**config.mk**
```make
export PLATFORM = sky130hd
export DESIGN_NAME = unsigned_shift_subtract_divider_unit
export DESIGN_NICKNAME = d
export VERILOG_FILES = /design/src/ussd_pkg.sv /design/src/ussd_ctrl.sv /design/src/ussd_datapath.sv /design/src/unsigned_shift_subtract_divider_unit.sv
export SDC_FILE = /design/constraint.sdc
export NUM_CORES = 1
export LEC_CHECK = 0
export BUFFER_PORTS_ARGS = -buffer_cell sky130_fd_sc_hd__clkbuf_2
export CORE_UTILIZATION = 60
export CTS_CLUSTER_SIZE = 16
export DETAILED_ROUTE_END_ITERATION = 6
export PLACE_DENSITY_LB_ADDON = 0.08
export SLEW_MARGIN = 0
export SYNTH_ARGS = -nofsm -noshare
export SYNTH_HDL_FRONTEND = slang
export SYNTH_SLANG_ARGS = --single-unit
```
**constraint.sdc**
```tcl
create_clock -name clk -period 10 [get_ports clk]
set_input_delay 1 -clock clk [delete_from_list [all_inputs] [get_ports clk]]
set_output_delay 1 -clock clk [all_outputs]
set_load 0.01 [all_outputs]
```
**src/ussd_pkg.sv**
```systemverilog
// Shared types and constants for the unsigned shift-subtract divider.
// Used by ussd_ctrl, ussd_datapath and the top level; depends on nothing.
package ussd_pkg;

    localparam int MAGNITUDE_WIDTH_DEFAULT = 64;
    localparam int SCALE_WIDTH = 8;

    // controller -> datapath
    typedef struct packed {
        logic load;      // capture a new operand transfer
        logic step_up;   // growing-multiple subtract step
        logic step_down; // restoring step with halving multiple
        logic publish;   // move finished result into output register
    } ussd_cmd_t;

    // datapath -> controller
    typedef struct packed {
        logic fits;        // partial remainder >= shifted divisor
        logic top_bit;     // shifted divisor MSB set
        logic div_zero;    // current divisor is zero
        logic finished;    // remainder or place value reached zero
        logic out_free;    // output register can take a result this cycle
    } ussd_status_t;

endpackage

```
**src/ussd_ctrl.sv**
```systemverilog
// Sequencer for the shift-subtract divider: load, grow phase, shrink phase.
// Depends on ussd_pkg for the command and status structs.
module ussd_ctrl
    import ussd_pkg::*;
(
    input  logic         clk,
    input  logic         rst_n,
    input  logic         req_valid,
    output logic         req_stall,
    input  ussd_status_t status,
    output ussd_cmd_t    cmd
);

    localparam logic [1:0] ST_IDLE = 2'd0;
    localparam logic [1:0] ST_GROW = 2'd1;
    localparam logic [1:0] ST_SHRINK = 2'd2;

    logic [1:0] state_reg;
    logic [1:0] state_next;

    always_ff @(posedge clk or negedge rst_n)
    begin
        if (!rst_n)
        begin
            state_reg <= ST_IDLE;
        end
        else
        begin
            state_reg <= state_next;
        end
    end

    always_comb
    begin
        state_next = state_reg;
        cmd = '0;
        unique case (state_reg)
            ST_IDLE:
            begin
                if (req_valid)
                begin
                    cmd.load = 1'b1;
                    state_next = ST_GROW;
                end
            end
            ST_GROW:
            begin
                if (status.div_zero || !status.fits)
                begin
                    state_next = ST_SHRINK;
                end
                else
                begin
                    cmd.step_up = 1'b1;
                    if (status.top_bit)
                    begin
                        state_next = ST_SHRINK;
                    end
                end
            end
            ST_SHRINK:
            begin
                if (status.finished)
                begin
                    if (status.out_free)
                    begin
                        cmd.publish = 1'b1;
                        state_next = ST_IDLE;
                    end
                end
                else
                begin
                    cmd.step_down = 1'b1;
                end
            end
            default:
            begin
                state_next = ST_IDLE;
            end
        endcase
    end

    assign req_stall = (state_reg != ST_IDLE);

endmodule

```
**src/ussd_datapath.sv**
```systemverilog
// Datapath of the divider: remainder, divisor, place value and quotient
// registers, plus the output register. Depends on ussd_pkg.
module ussd_datapath
    import ussd_pkg::*;
#(
    parameter int MAGNITUDE_WIDTH = MAGNITUDE_WIDTH_DEFAULT
)
(
    input  logic                       clk,
    input  logic                       rst_n,
    input  ussd_cmd_t                  cmd,
    output ussd_status_t               status,
    input  logic [MAGNITUDE_WIDTH-1:0] dividend_magnitude,
    input  logic [MAGNITUDE_WIDTH-1:0] divisor_magnitude,
    input  logic                       dividend_negative,
    input  logic                       divisor_negative,
    input  logic [SCALE_WIDTH-1:0]     decimal_scale,
    output logic                       rsp_valid,
    input  logic                       rsp_stall,
    output logic [MAGNITUDE_WIDTH-1:0] quotient_magnitude,
    output logic [MAGNITUDE_WIDTH-1:0] remainder_magnitude,
    output logic                       quotient_negative,
    output logic                       remainder_negative,
    output logic [SCALE_WIDTH-1:0]     result_scale,
    output logic                       divide_by_zero
);

    localparam logic [MAGNITUDE_WIDTH-1:0] PLACE_ONE = MAGNITUDE_WIDTH'(1);

    logic [MAGNITUDE_WIDTH-1:0] rem_reg;
    logic [MAGNITUDE_WIDTH-1:0] rem_next;
    logic [MAGNITUDE_WIDTH-1:0] sdiv_reg;
    logic [MAGNITUDE_WIDTH-1:0] sdiv_next;
    logic [MAGNITUDE_WIDTH-1:0] place_reg;
    logic [MAGNITUDE_WIDTH-1:0] place_next;
    logic [MAGNITUDE_WIDTH-1:0] quot_reg;
    logic [MAGNITUDE_WIDTH-1:0] quot_next;
    logic                       qneg_reg;
    logic                       rneg_reg;
    logic [SCALE_WIDTH-1:0]     scale_reg;
    logic                       dbz_reg;

    logic [MAGNITUDE_WIDTH-1:0] out_quot_reg;
    logic [MAGNITUDE_WIDTH-1:0] out_rem_reg;
    logic                       out_qneg_reg;
    logic                       out_rneg_reg;
    logic [SCALE_WIDTH-1:0]     out_scale_reg;
    logic                       out_dbz_reg;
    logic                       rsp_valid_reg;
    logic                       rsp_valid_next;

    logic                       fits;
    logic [MAGNITUDE_WIDTH-1:0] diff;

    assign fits = (rem_reg >= sdiv_reg);
    assign diff = rem_reg - sdiv_reg;

    assign status.fits = fits;
    assign status.top_bit = sdiv_reg[MAGNITUDE_WIDTH-1];
    assign status.div_zero = dbz_reg;
    assign status.finished = (rem_reg == '0) || (place_reg == '0);
    assign status.out_free = !rsp_valid_reg || !rsp_stall;

    always_comb
    begin
        rem_next = rem_reg;
        sdiv_next = sdiv_reg;
        place_next = place_reg;
        quot_next = quot_reg;
        if (cmd.load)
        begin
            rem_next = dividend_magnitude;
            sdiv_next = divisor_magnitude;
            place_next = (divisor_magnitude == '0) ? '0 : PLACE_ONE;
            quot_next = '0;
        end
        else if (cmd.step_up)
        begin
            // place bits are disjoint, so OR is the add
            rem_next = diff;
            quot_next = quot_reg | place_reg;
            if (!sdiv_reg[MAGNITUDE_WIDTH-1])
            begin
                sdiv_next = {sdiv_reg[MAGNITUDE_WIDTH-2:0], 1'b0};
                place_next = {place_reg[MAGNITUDE_WIDTH-2:0], 1'b0};
            end
        end
        else if (cmd.step_down)
        begin
            if (fits)
            begin
                rem_next = diff;
                quot_next = quot_reg + place_reg;
            end
            sdiv_next = {1'b0, sdiv_reg[MAGNITUDE_WIDTH-1:1]};
            place_next = {1'b0, place_reg[MAGNITUDE_WIDTH-1:1]};
        end
    end

    always_ff @(posedge clk or negedge rst_n)
    begin
        if (!rst_n)
        begin
            rem_reg <= '0;
            sdiv_reg <= '0;
            place_reg <= '0;
            quot_reg <= '0;
            dbz_reg <= 1'b0;
        end
        else
        begin
            rem_reg <= rem_next;
            sdiv_reg <= sdiv_next;
            place_reg <= place_next;
            quot_reg <= quot_next;
            if (cmd.load)
            begin
                dbz_reg <= (divisor_magnitude == '0);
            end
        end
    end

    always_ff @(posedge clk)
    begin
        if (cmd.load)
        begin
            qneg_reg <= dividend_negative ^ divisor_negative;
            rneg_reg <= dividend_negative;
            scale_reg <= decimal_scale;
        end
        if (cmd.publish)
        begin
            out_quot_reg <= quot_reg;
            out_rem_reg <= rem_reg;
            out_qneg_reg <= qneg_reg;
            out_rneg_reg <= rneg_reg;
            out_scale_reg <= scale_reg;
            out_dbz_reg <= dbz_reg;
        end
    end

    always_comb
    begin
        rsp_valid_next = rsp_valid_reg;
        if (cmd.publish)
        begin
            rsp_valid_next = 1'b1;
        end
        else if (rsp_valid_reg && !rsp_stall)
        begin
            rsp_valid_next = 1'b0;
        end
    end

    always_ff @(posedge clk or negedge rst_n)
    begin
        if (!rst_n)
        begin
            rsp_valid_reg <= 1'b0;
        end
        else
        begin
            rsp_valid_reg <= rsp_valid_next;
        end
    end

    assign rsp_valid = rsp_valid_reg;
    assign quotient_magnitude = out_quot_reg;
    assign remainder_magnitude = out_rem_reg;
    assign quotient_negative = out_qneg_reg;
    assign remainder_negative = out_rneg_reg;
    assign result_scale = out_scale_reg;
    assign divide_by_zero = out_dbz_reg;

    a_publish_sets_valid: assert property (@(posedge clk) disable iff (!rst_n)
        cmd.publish |=> rsp_valid_reg)
        else $error("result not presented after publish");

    a_publish_into_free_slot: assert property (@(posedge clk) disable iff (!rst_n)
        cmd.publish |-> (!rsp_valid_reg || !rsp_stall))
        else $error("publish overwrote a pending result");

    a_remainder_never_grows: assert property (@(posedge clk) disable iff (!rst_n)
        (cmd.step_up || cmd.step_down) |=> (rem_reg <= $past(rem_reg)))
        else $error("partial remainder increased");

    a_shrink_halves_place: assert property (@(posedge clk) disable iff (!rst_n)
        cmd.step_down |=> (place_reg == ($past(place_reg) >> 1)))
        else $error("place value not halved");

    a_zero_divisor_no_place: assert property (@(posedge clk) disable iff (!rst_n)
        (cmd.load && (divisor_magnitude == '0)) |=> (place_reg == '0))
        else $error("zero divisor left a nonzero place value");

endmodule

```
**src/unsigned_shift_subtract_divider_unit.sv**
```systemverilog
// Top level of the unsigned shift-subtract divider.
// Instantiates ussd_ctrl and ussd_datapath; depends on ussd_pkg.
//
// Divides an unsigned MAGNITUDE_WIDTH-bit dividend by an unsigned divisor and returns
// the floor quotient and remainder; quotient sign is the XOR of the input signs, the
// remainder keeps the dividend sign and the decimal scale passes through. A zero
// divisor sets divide_by_zero with a zero quotient and the dividend as remainder.
// One operand transfer is in flight at a time. It passes through a load step, a grow
// phase with a doubling divisor (its last step may only find that it no longer fits),
// a shrink phase with a halving one, ending early when the remainder reaches zero, and
// a step that moves the result into the output register once that register is free.
// The result sits in an output register, so a new operand transfer is taken while the
// previous result waits on rsp_stall.
module unsigned_shift_subtract_divider_unit
    import ussd_pkg::*;
#(
    parameter int MAGNITUDE_WIDTH = MAGNITUDE_WIDTH_DEFAULT
)
(
    input  logic                       clk,
    input  logic                       rst_n,
    input  logic                       req_valid,
    output logic                       req_stall,
    input  logic [MAGNITUDE_WIDTH-1:0] dividend_magnitude,
    input  logic [MAGNITUDE_WIDTH-1:0] divisor_magnitude,
    input  logic                       dividend_negative,
    input  logic                       divisor_negative,
    input  logic [SCALE_WIDTH-1:0]     decimal_scale,
    output logic                       rsp_valid,
    input  logic                       rsp_stall,
    output logic [MAGNITUDE_WIDTH-1:0] quotient_magnitude,
    output logic [MAGNITUDE_WIDTH-1:0] remainder_magnitude,
    output logic                       quotient_negative,
    output logic                       remainder_negative,
    output logic [SCALE_WIDTH-1:0]     result_scale,
    output logic                       divide_by_zero
);

    ussd_cmd_t    cmd;
    ussd_status_t status;

    ussd_ctrl u_ctrl (
        .clk       (clk),
        .rst_n     (rst_n),
        .req_valid (req_valid),
        .req_stall (req_stall),
        .status    (status),
        .cmd       (cmd)
    );

    ussd_datapath #(
        .MAGNITUDE_WIDTH (MAGNITUDE_WIDTH)
    ) u_datapath (
        .clk                 (clk),
        .rst_n               (rst_n),
        .cmd                 (cmd),
        .status              (status),
        .dividend_magnitude  (dividend_magnitude),
        .divisor_magnitude   (divisor_magnitude),
        .dividend_negative   (dividend_negative),
        .divisor_negative    (divisor_negative),
        .decimal_scale       (decimal_scale),
        .rsp_valid           (rsp_valid),
        .rsp_stall           (rsp_stall),
        .quotient_magnitude  (quotient_magnitude),
        .remainder_magnitude (remainder_magnitude),
        .quotient_negative   (quotient_negative),
        .remainder_negative  (remainder_negative),
        .result_scale        (result_scale),
        .divide_by_zero      (divide_by_zero)
    );

endmodule
```
==> flow_summary_export.csv, run 1 <==
group,metric,value,unit
drt,dr.pass1.iters,7,
final_layout,final_area,28730,um^2
clocking,clk_latency,0.59,ns
floorplanning,num_io_pins,283,
timing,setup_viol,0,
placement,place_congestion,0.9688,
synth,seq_area_frac_synth,42.62,%
synth,ys_types,74,
floorplanning,fp.dieArea,43770,um^2
timing,tightest_slew,1.209,ns
drt,dr_wl_met3,5984,um
drt,num_vias,23520,
setup_path,startpoint_type,"register",
timing,slew_viol_final,0,
setup_path,crit_type,"reg -> reg",
grt,grt_max_degree,140,
synth,yosys_warnings,0,
setup_path,regToRegSetupSlack,4.82,ns
placement,placed_area,27290,um^2
synth,synth_area,25760,um^2
setup_path,crit_chain,"inv_1 > ha_1 > nor2b_1 > o2111ai_1 > a311oi_1 > nor2_1 > a211oi_2 > a2111oi_2 > nor4_4 > nand2_1 > o21a_4 > buf_4 > o21ai_0 > o22ai_1",
timing,tns,0,ns
synth,synth.ff_latch_count,409,
setup_path,critPathArrivalTime,5.68,ns
grt,grt_pass1_wl,123500,um
drt,routed.top_layer,"met5",
setup_path,endpoint_kind,"register",
final_layout,layout_common_cells,"clkbuf_2, nand2_1, dfrtp_1",
setup_path,worstPathRequired,10.49,ns
drt,drc,2,
timing,clock_skew,0.01325,ns
drt,met2_length,36480,um
setup_path,slowest_stage,"buf_4",
clocking,clock-sinks,409,
timing,post-route-min-period,5.184,ns
drt,drt_wl_total,78260,um
clocking,cts_setup_buffers,0,
final_layout,final_common_cell,"clkbuf_2",
synth,synth_area_per_cell,8.942,um^2
clocking,clk_pin_slew,0.06,ns
hold_path,hold_path.class,"reg -> reg",
floorplanning,die_w,209.2,um
floorplanning,num_rows,75,
placement,io_buffers,282,
run,max_cap_violations,0,
clocking,cts_buffers,44,
placement,dp_hpwl,55410,um
outcome,violations,"DRC",
final_layout,multi_input_area,13190,um^2
drt,drt-vias-per-instance,6.494,
timing,grt_setup_unrepaired,"false",
outcome,status,"finished, violations left",
synth,synth_area_leaders,"dfrtp_1, edfxtp_1, ha_1, a21oi_1, o21ai_0",
clocking,clock_path_buffers,3,
synth,synthCells,2881,
grt,antenna_found_initial,1,
synth,synth_area_leader_cell,"dfrtp_1",
grt,globalRouteOverflowTotal,0,
drt,ant_nets,0,
grt,grt.total_usage,35.72,%
clocking,cts_tree,"built",
final_layout,seq_area,10980,um^2
synth,synth_edf_count,149,
setup_path,cpPeakStageDelay,1.00,ns
synth,synth_top_cell_area_share,25.26,%
timing,hold_violations,0,
final_layout,drive_gt1_share,12.94,%
timing,max-slew-margin-rel,19.37,%
drt,drtIter0Drc,2439,
synth,syn_nets,3216,
clocking,hold_buffers,0,
clocking,cts_resized,0,
floorplanning,coreArea,42130,um^2
drt,wl_per_cell,21.61,um
clocking,root_buffer,"clkbuf_16",
grt,grt_pass1_vias,22670,
final_layout,antennaDiodeCount,0,
setup_path,worstPathMaxFanout,131,
timing,fin_crit_sh,51.84,%
synth,ys_async_sr_fraction,63.57,%
synth,synth-main-ff-cell,"dfrtp_1",
drt,wl_met1,32230,um
final_layout,area_growth,11.52,%
floorplanning,floorplan.initialDensity,61.14,%
clocking,htreeDepth,2,
timing,max_freq,192.9,MHz
final_layout,fillCellCount,3389,
final_layout,fin_nets,3383,
floorplanning,die_y,209.2,um
[layer usage]
layer	vias to the layer above	track usage [%]
met4	2	16.20
met3	221	5.215
met5	-	0
met2	1116	57.67
li1	10840	-
met1	11340	47.79
[critical path: cells and delay by family (launching register included)]
kind	cells	cell delay, ns
AOI/OAI and AO/OA	7	2.45
buffers and inverters	2	1.11
and+or+nand+nor	4	0.76
DFF	1	0.37
adders and majority gates	1	0.28
[logic make-up (layout without fill, tap and decap cells)]
family / Yosys count / in the layout / share of synthesized area [%]
muxes: 4 / 4 / 0.1554
DFF: 409 / 409 / 42.62
and+or+nand+nor: 803 / 803 / 14.38
adders and majority gates: 193 / 193 / 9.432
AOI/OAI and AO/OA: 946 / 946 / 23.02
buffers and inverters: 409 / 611 / 6.411
xor gates and xnor gates: 117 / 117 / 3.978
[synth_stat cells (4+ instances only)]
cell / number
nand2_1: 265
dfrtp_1: 260
a21oi_1: 230
inv_1: 229
o21ai_0: 207
nor2_1: 205
ha_1: 191
edfxtp_1: 149
clkbuf_1: 100
nand3_1: 95
a31oi_1: 81
xnor2_1: 80
o22ai_1: 77
a21o_1: 68
nor4_1: 62
buf_2: 57
nor3_1: 54
a211oi_1: 48
nand4_1: 47
o221ai_1: 41
a22oi_1: 40
xor2_1: 37
o21bai_1: 27
o21ai_1: 23
and3_1: 20
o21a_1: 17
o211ai_1: 15
buf_1: 13
nor2b_1: 12
nand2b_1: 11
a221oi_1: 8
or3_1: 8
o31ai_1: 7
buf_4: 6
a21boi_0: 5
a31o_2: 5
o31a_1: 5
a311oi_1: 4
and2_1: 4
and4_1: 4
mux2i_1: 4
or2_2: 4
or4_1: 4
[cell type report]
| type | instances | share of cell area (%) |
|---|---|---|
| clock buffers | 59 | 4.277 |
| clock inverters | 22 | 0.7447 |
| inverters | 230 | 3.023 |
| multi-input cells | 2063 | 45.92 |
| flip-flops and latches | 409 | 38.23 |
| well taps | 539 | 2.347 |
| repair buffers | 300 | 5.461 |
[path summary, 6_finish.rpt]
path / endpoint / depth (start not counted) / start
worst max register to register: u_datapath.sdiv_reg[62] / 14 / u_datapath.sdiv_reg[2]
max in group asynchronous: u_datapath.sdiv_reg[45] / 3 / rst_n
worst max-delay path: u_datapath.sdiv_reg[62] / 14 / u_datapath.sdiv_reg[2]
worst min-delay path: u_datapath.result_scale[7] / 0 / u_datapath.scale_reg[7]
min in group asynchronous: u_datapath.quot_reg[8] / 1 / rst_n
worst min register to register: u_datapath.result_scale[7] / 0 / u_datapath.scale_reg[7]
[through the flow]
stage                     instances  setup slack [ns]  hold slack (ns)  util, %
final                          3622             4.816           0.4191    68.18
after global routing           3622             4.425           0.4233    68.18
after CTS                      3622             4.921           0.4203    68.18
after detailed placement       3541             4.936           0.4054    64.76
after global placement         3541             5.135           0.4018    64.76
after floorplan                2881             1.894           0.4003        -
Power of run 1 is left out: the tool's default activity adds up to more than one toggle a clock period on the data nets, which glitch-free logic cannot reach.
==> run 2: changes to the inputs <==
==> constraint.sdc (replaced) <==
create_clock -name clk -period 4.85 [get_ports clk]
set_input_delay 0.485 -clock clk [delete_from_list [all_inputs] [get_ports clk]]
set_output_delay 0.485 -clock clk [all_outputs]
set_load 0.01 [all_outputs]
==> run 2 against run 1 <==
  * The flow now finishes without violations
  * Setup slack lost 4.5 ns
  * Wire length grew 0.17%
  * Sequential cell count is the same
  * Fmax grew 13%
  * Final cell count grew 0.58%
  * First-iteration DRC count shrank 12%
  * Clock skew is essentially flat
  * Via count shrank 0.17%
  * Critical endpoint is now u_datapath.place_reg[56]
  * Highest routed layer is now met4
==> flow_summary_export.csv, run 2 (synthesis gave the netlist of run 1 again) <==
group,metric,value,unit
final_layout,fin_nets,3403,
floorplanning,num_io_pins,283,
hold_path,min_path_cells,1,
final_layout,fillCellCount,3289,
setup_path,startpoint_type,"register",
setup_path,worstRegToRegCells,13,
timing,clock_skew,0.01295,ns
clocking,clock_path_buffers,3,
floorplanning,coreArea,42130,um^2
timing,slew_viol_final,0,
final_layout,multi_input_area,13190,um^2
setup_path,critPathArrivalTime,5.08,ns
clocking,cts_buffers,45,
timing,hold_ws,0.07633,ns
grt,grt_max_degree,118,
clocking,htreeDepth,2,
timing,fin_crit_sh,94.41,%
floorplanning,floorplan.initialDensity,61.14,%
final_layout,final_common_cell,"clkbuf_2",
final_layout,final_area,29000,um^2
setup_path,worstPathMaxFanout,72,
drt,wl_per_cell,21.52,um
hold_path,hold_path.class,"in -> reg",
floorplanning,fp.dieArea,43770,um^2
hold_path,hold-path-endpoint,"u_datapath.scale_reg[1]",
drt,drt-vias-per-instance,6.445,
grt,grt.total_usage,35.81,%
floorplanning,num_rows,75,
timing,max_freq,218.4,MHz
placement,dp.cells,3559,
placement,placed_area,27480,um^2
final_layout,stdcell_count,3643,
timing,tns,0,ns
clocking,clk_pin_slew,0.06,ns
timing,setup_viol,0,
outcome,status,"finished, final reports clean",
timing,tightest_slew,1.159,ns
final_layout,area_growth,12.56,%
run,max_cap_violations,0,
drt,num_vias,23480,
clocking,cts_tree,"built",
timing,post-route-min-period,4.579,ns
floorplanning,die_y,209.2,um
drt,drc,0,
placement,dp_hpwl,55310,um
final_layout,seq_area,10980,um^2
grt,globalRouteOverflowTotal,0,
clocking,clock-sinks,409,
setup_path,r2r_end,"u_datapath.place_reg[56]",
grt,antenna_found_initial,0,
timing,hold_violations,0,
drt,ant_nets,0,
final_layout,layout_common_cells,"clkbuf_2, nand2_1, dfrtp_1",
timing,max-slew-margin-rel,22.42,%
placement,io_buffers,282,
timing,grt_setup_unrepaired,"false",
drt,dr.pass1.iters,7,
grt,grt_pass1_wl,124200,um
clocking,cts_setup_buffers,0,
setup_path,worstPathRequired,5.35,ns
final_layout,antennaDiodeCount,0,
clocking,root_buffer,"clkbuf_16",
placement,place_congestion,0.9812,
grt,grt_pass1_vias,22900,
drt,drt_wl_total,78390,um
setup_path,crit_type,"reg -> reg",
clocking,clk_latency,0.59,ns
setup_path,regToRegSetupSlack,0.27,ns
final_layout,drive_gt1_share,13.43,%
setup_path,endpoint_kind,"register",
drt,drtIter0Drc,2158,
floorplanning,die_w,209.2,um
setup_path,r2r-start,"u_datapath.sdiv_reg[0]",
hold_path,hold_start,"decimal_scale[1]",
-- run 2: through the flow --
| step | setup slack, ns | util [%] |
|---|---|---|
| global route | 0.01790 | 68.82 |
| global placement | 0.4373 | 65.23 |
| CTS | 0.2118 | 68.81 |
| detailed placement | 0.2812 | 65.23 |
| floorplan | 0.9340 | - |
| finish | 0.2709 | 68.82 |
-- run 2: final cells by class --
class	count	share of cell area [%]
Tap cell	539	2.326
Sequential cell	409	37.87
Multi-Input combinational cell	2063	45.50
Timing Repair Buffer	319	6.141
Clock inverter	27	1.036
Inverter	230	2.995
Clock buffer	56	4.130
-- run 2: how the worst max path moves through the flow --
| stage | endpoint | slack, ns | startpoint |
|---|---|---|---|
| after floorplan | u_datapath.divide_by_zero | 0.93 | u_datapath.place_reg[61] |
| after global placement | u_datapath.quot_reg[8] | 0.44 | u_datapath.rem_reg[38] |
| after detailed placement | u_datapath.quot_reg[22] | 0.28 | u_datapath.rem_reg[0] |
| after CTS | u_datapath.quot_reg[23] | 0.21 | u_datapath.rem_reg[0] |
| after global routing | u_datapath.place_reg[53] | 0.02 | u_datapath.rem_reg[0] |
| final | u_datapath.place_reg[56] | 0.27 | u_datapath.sdiv_reg[0] |
-- run 2: layer usage --
metal  up-vias  global-route usage, %  share of wire [%]
li1      10870                      -                  -
met1     11290                  46.71                 40
met2      1089                  58.31                 47
met3       230                  5.305                7.6
met4         0                  18.00                4.8
met5         -                      0                  0
-- run 2: repair_timing --
action / in CTS / in global routing
setup endpoints to repair: 0 / 6
endpoints found under the hold margin: 87 / 0
gates resized for setup: 0 / 1
hold buffers: 1 / 0
-- run 2: critical path, cell delays in order (launching register included) --
cell and delay, ns:
dfrtp_1 0.42, ha_1 0.25, fa_1 0.41, nor2b_1 0.23
o2111ai_1 0.18, a311oi_1 0.40, nor2_1 0.18, a211oi_2 0.33
a2111oi_2 0.15, nor4_4 0.48, o21a_4 0.70, buf_4 0.48
nor2_1 0.09, a31oi_1 0.16
Power of run 2 is left out for the same reason.
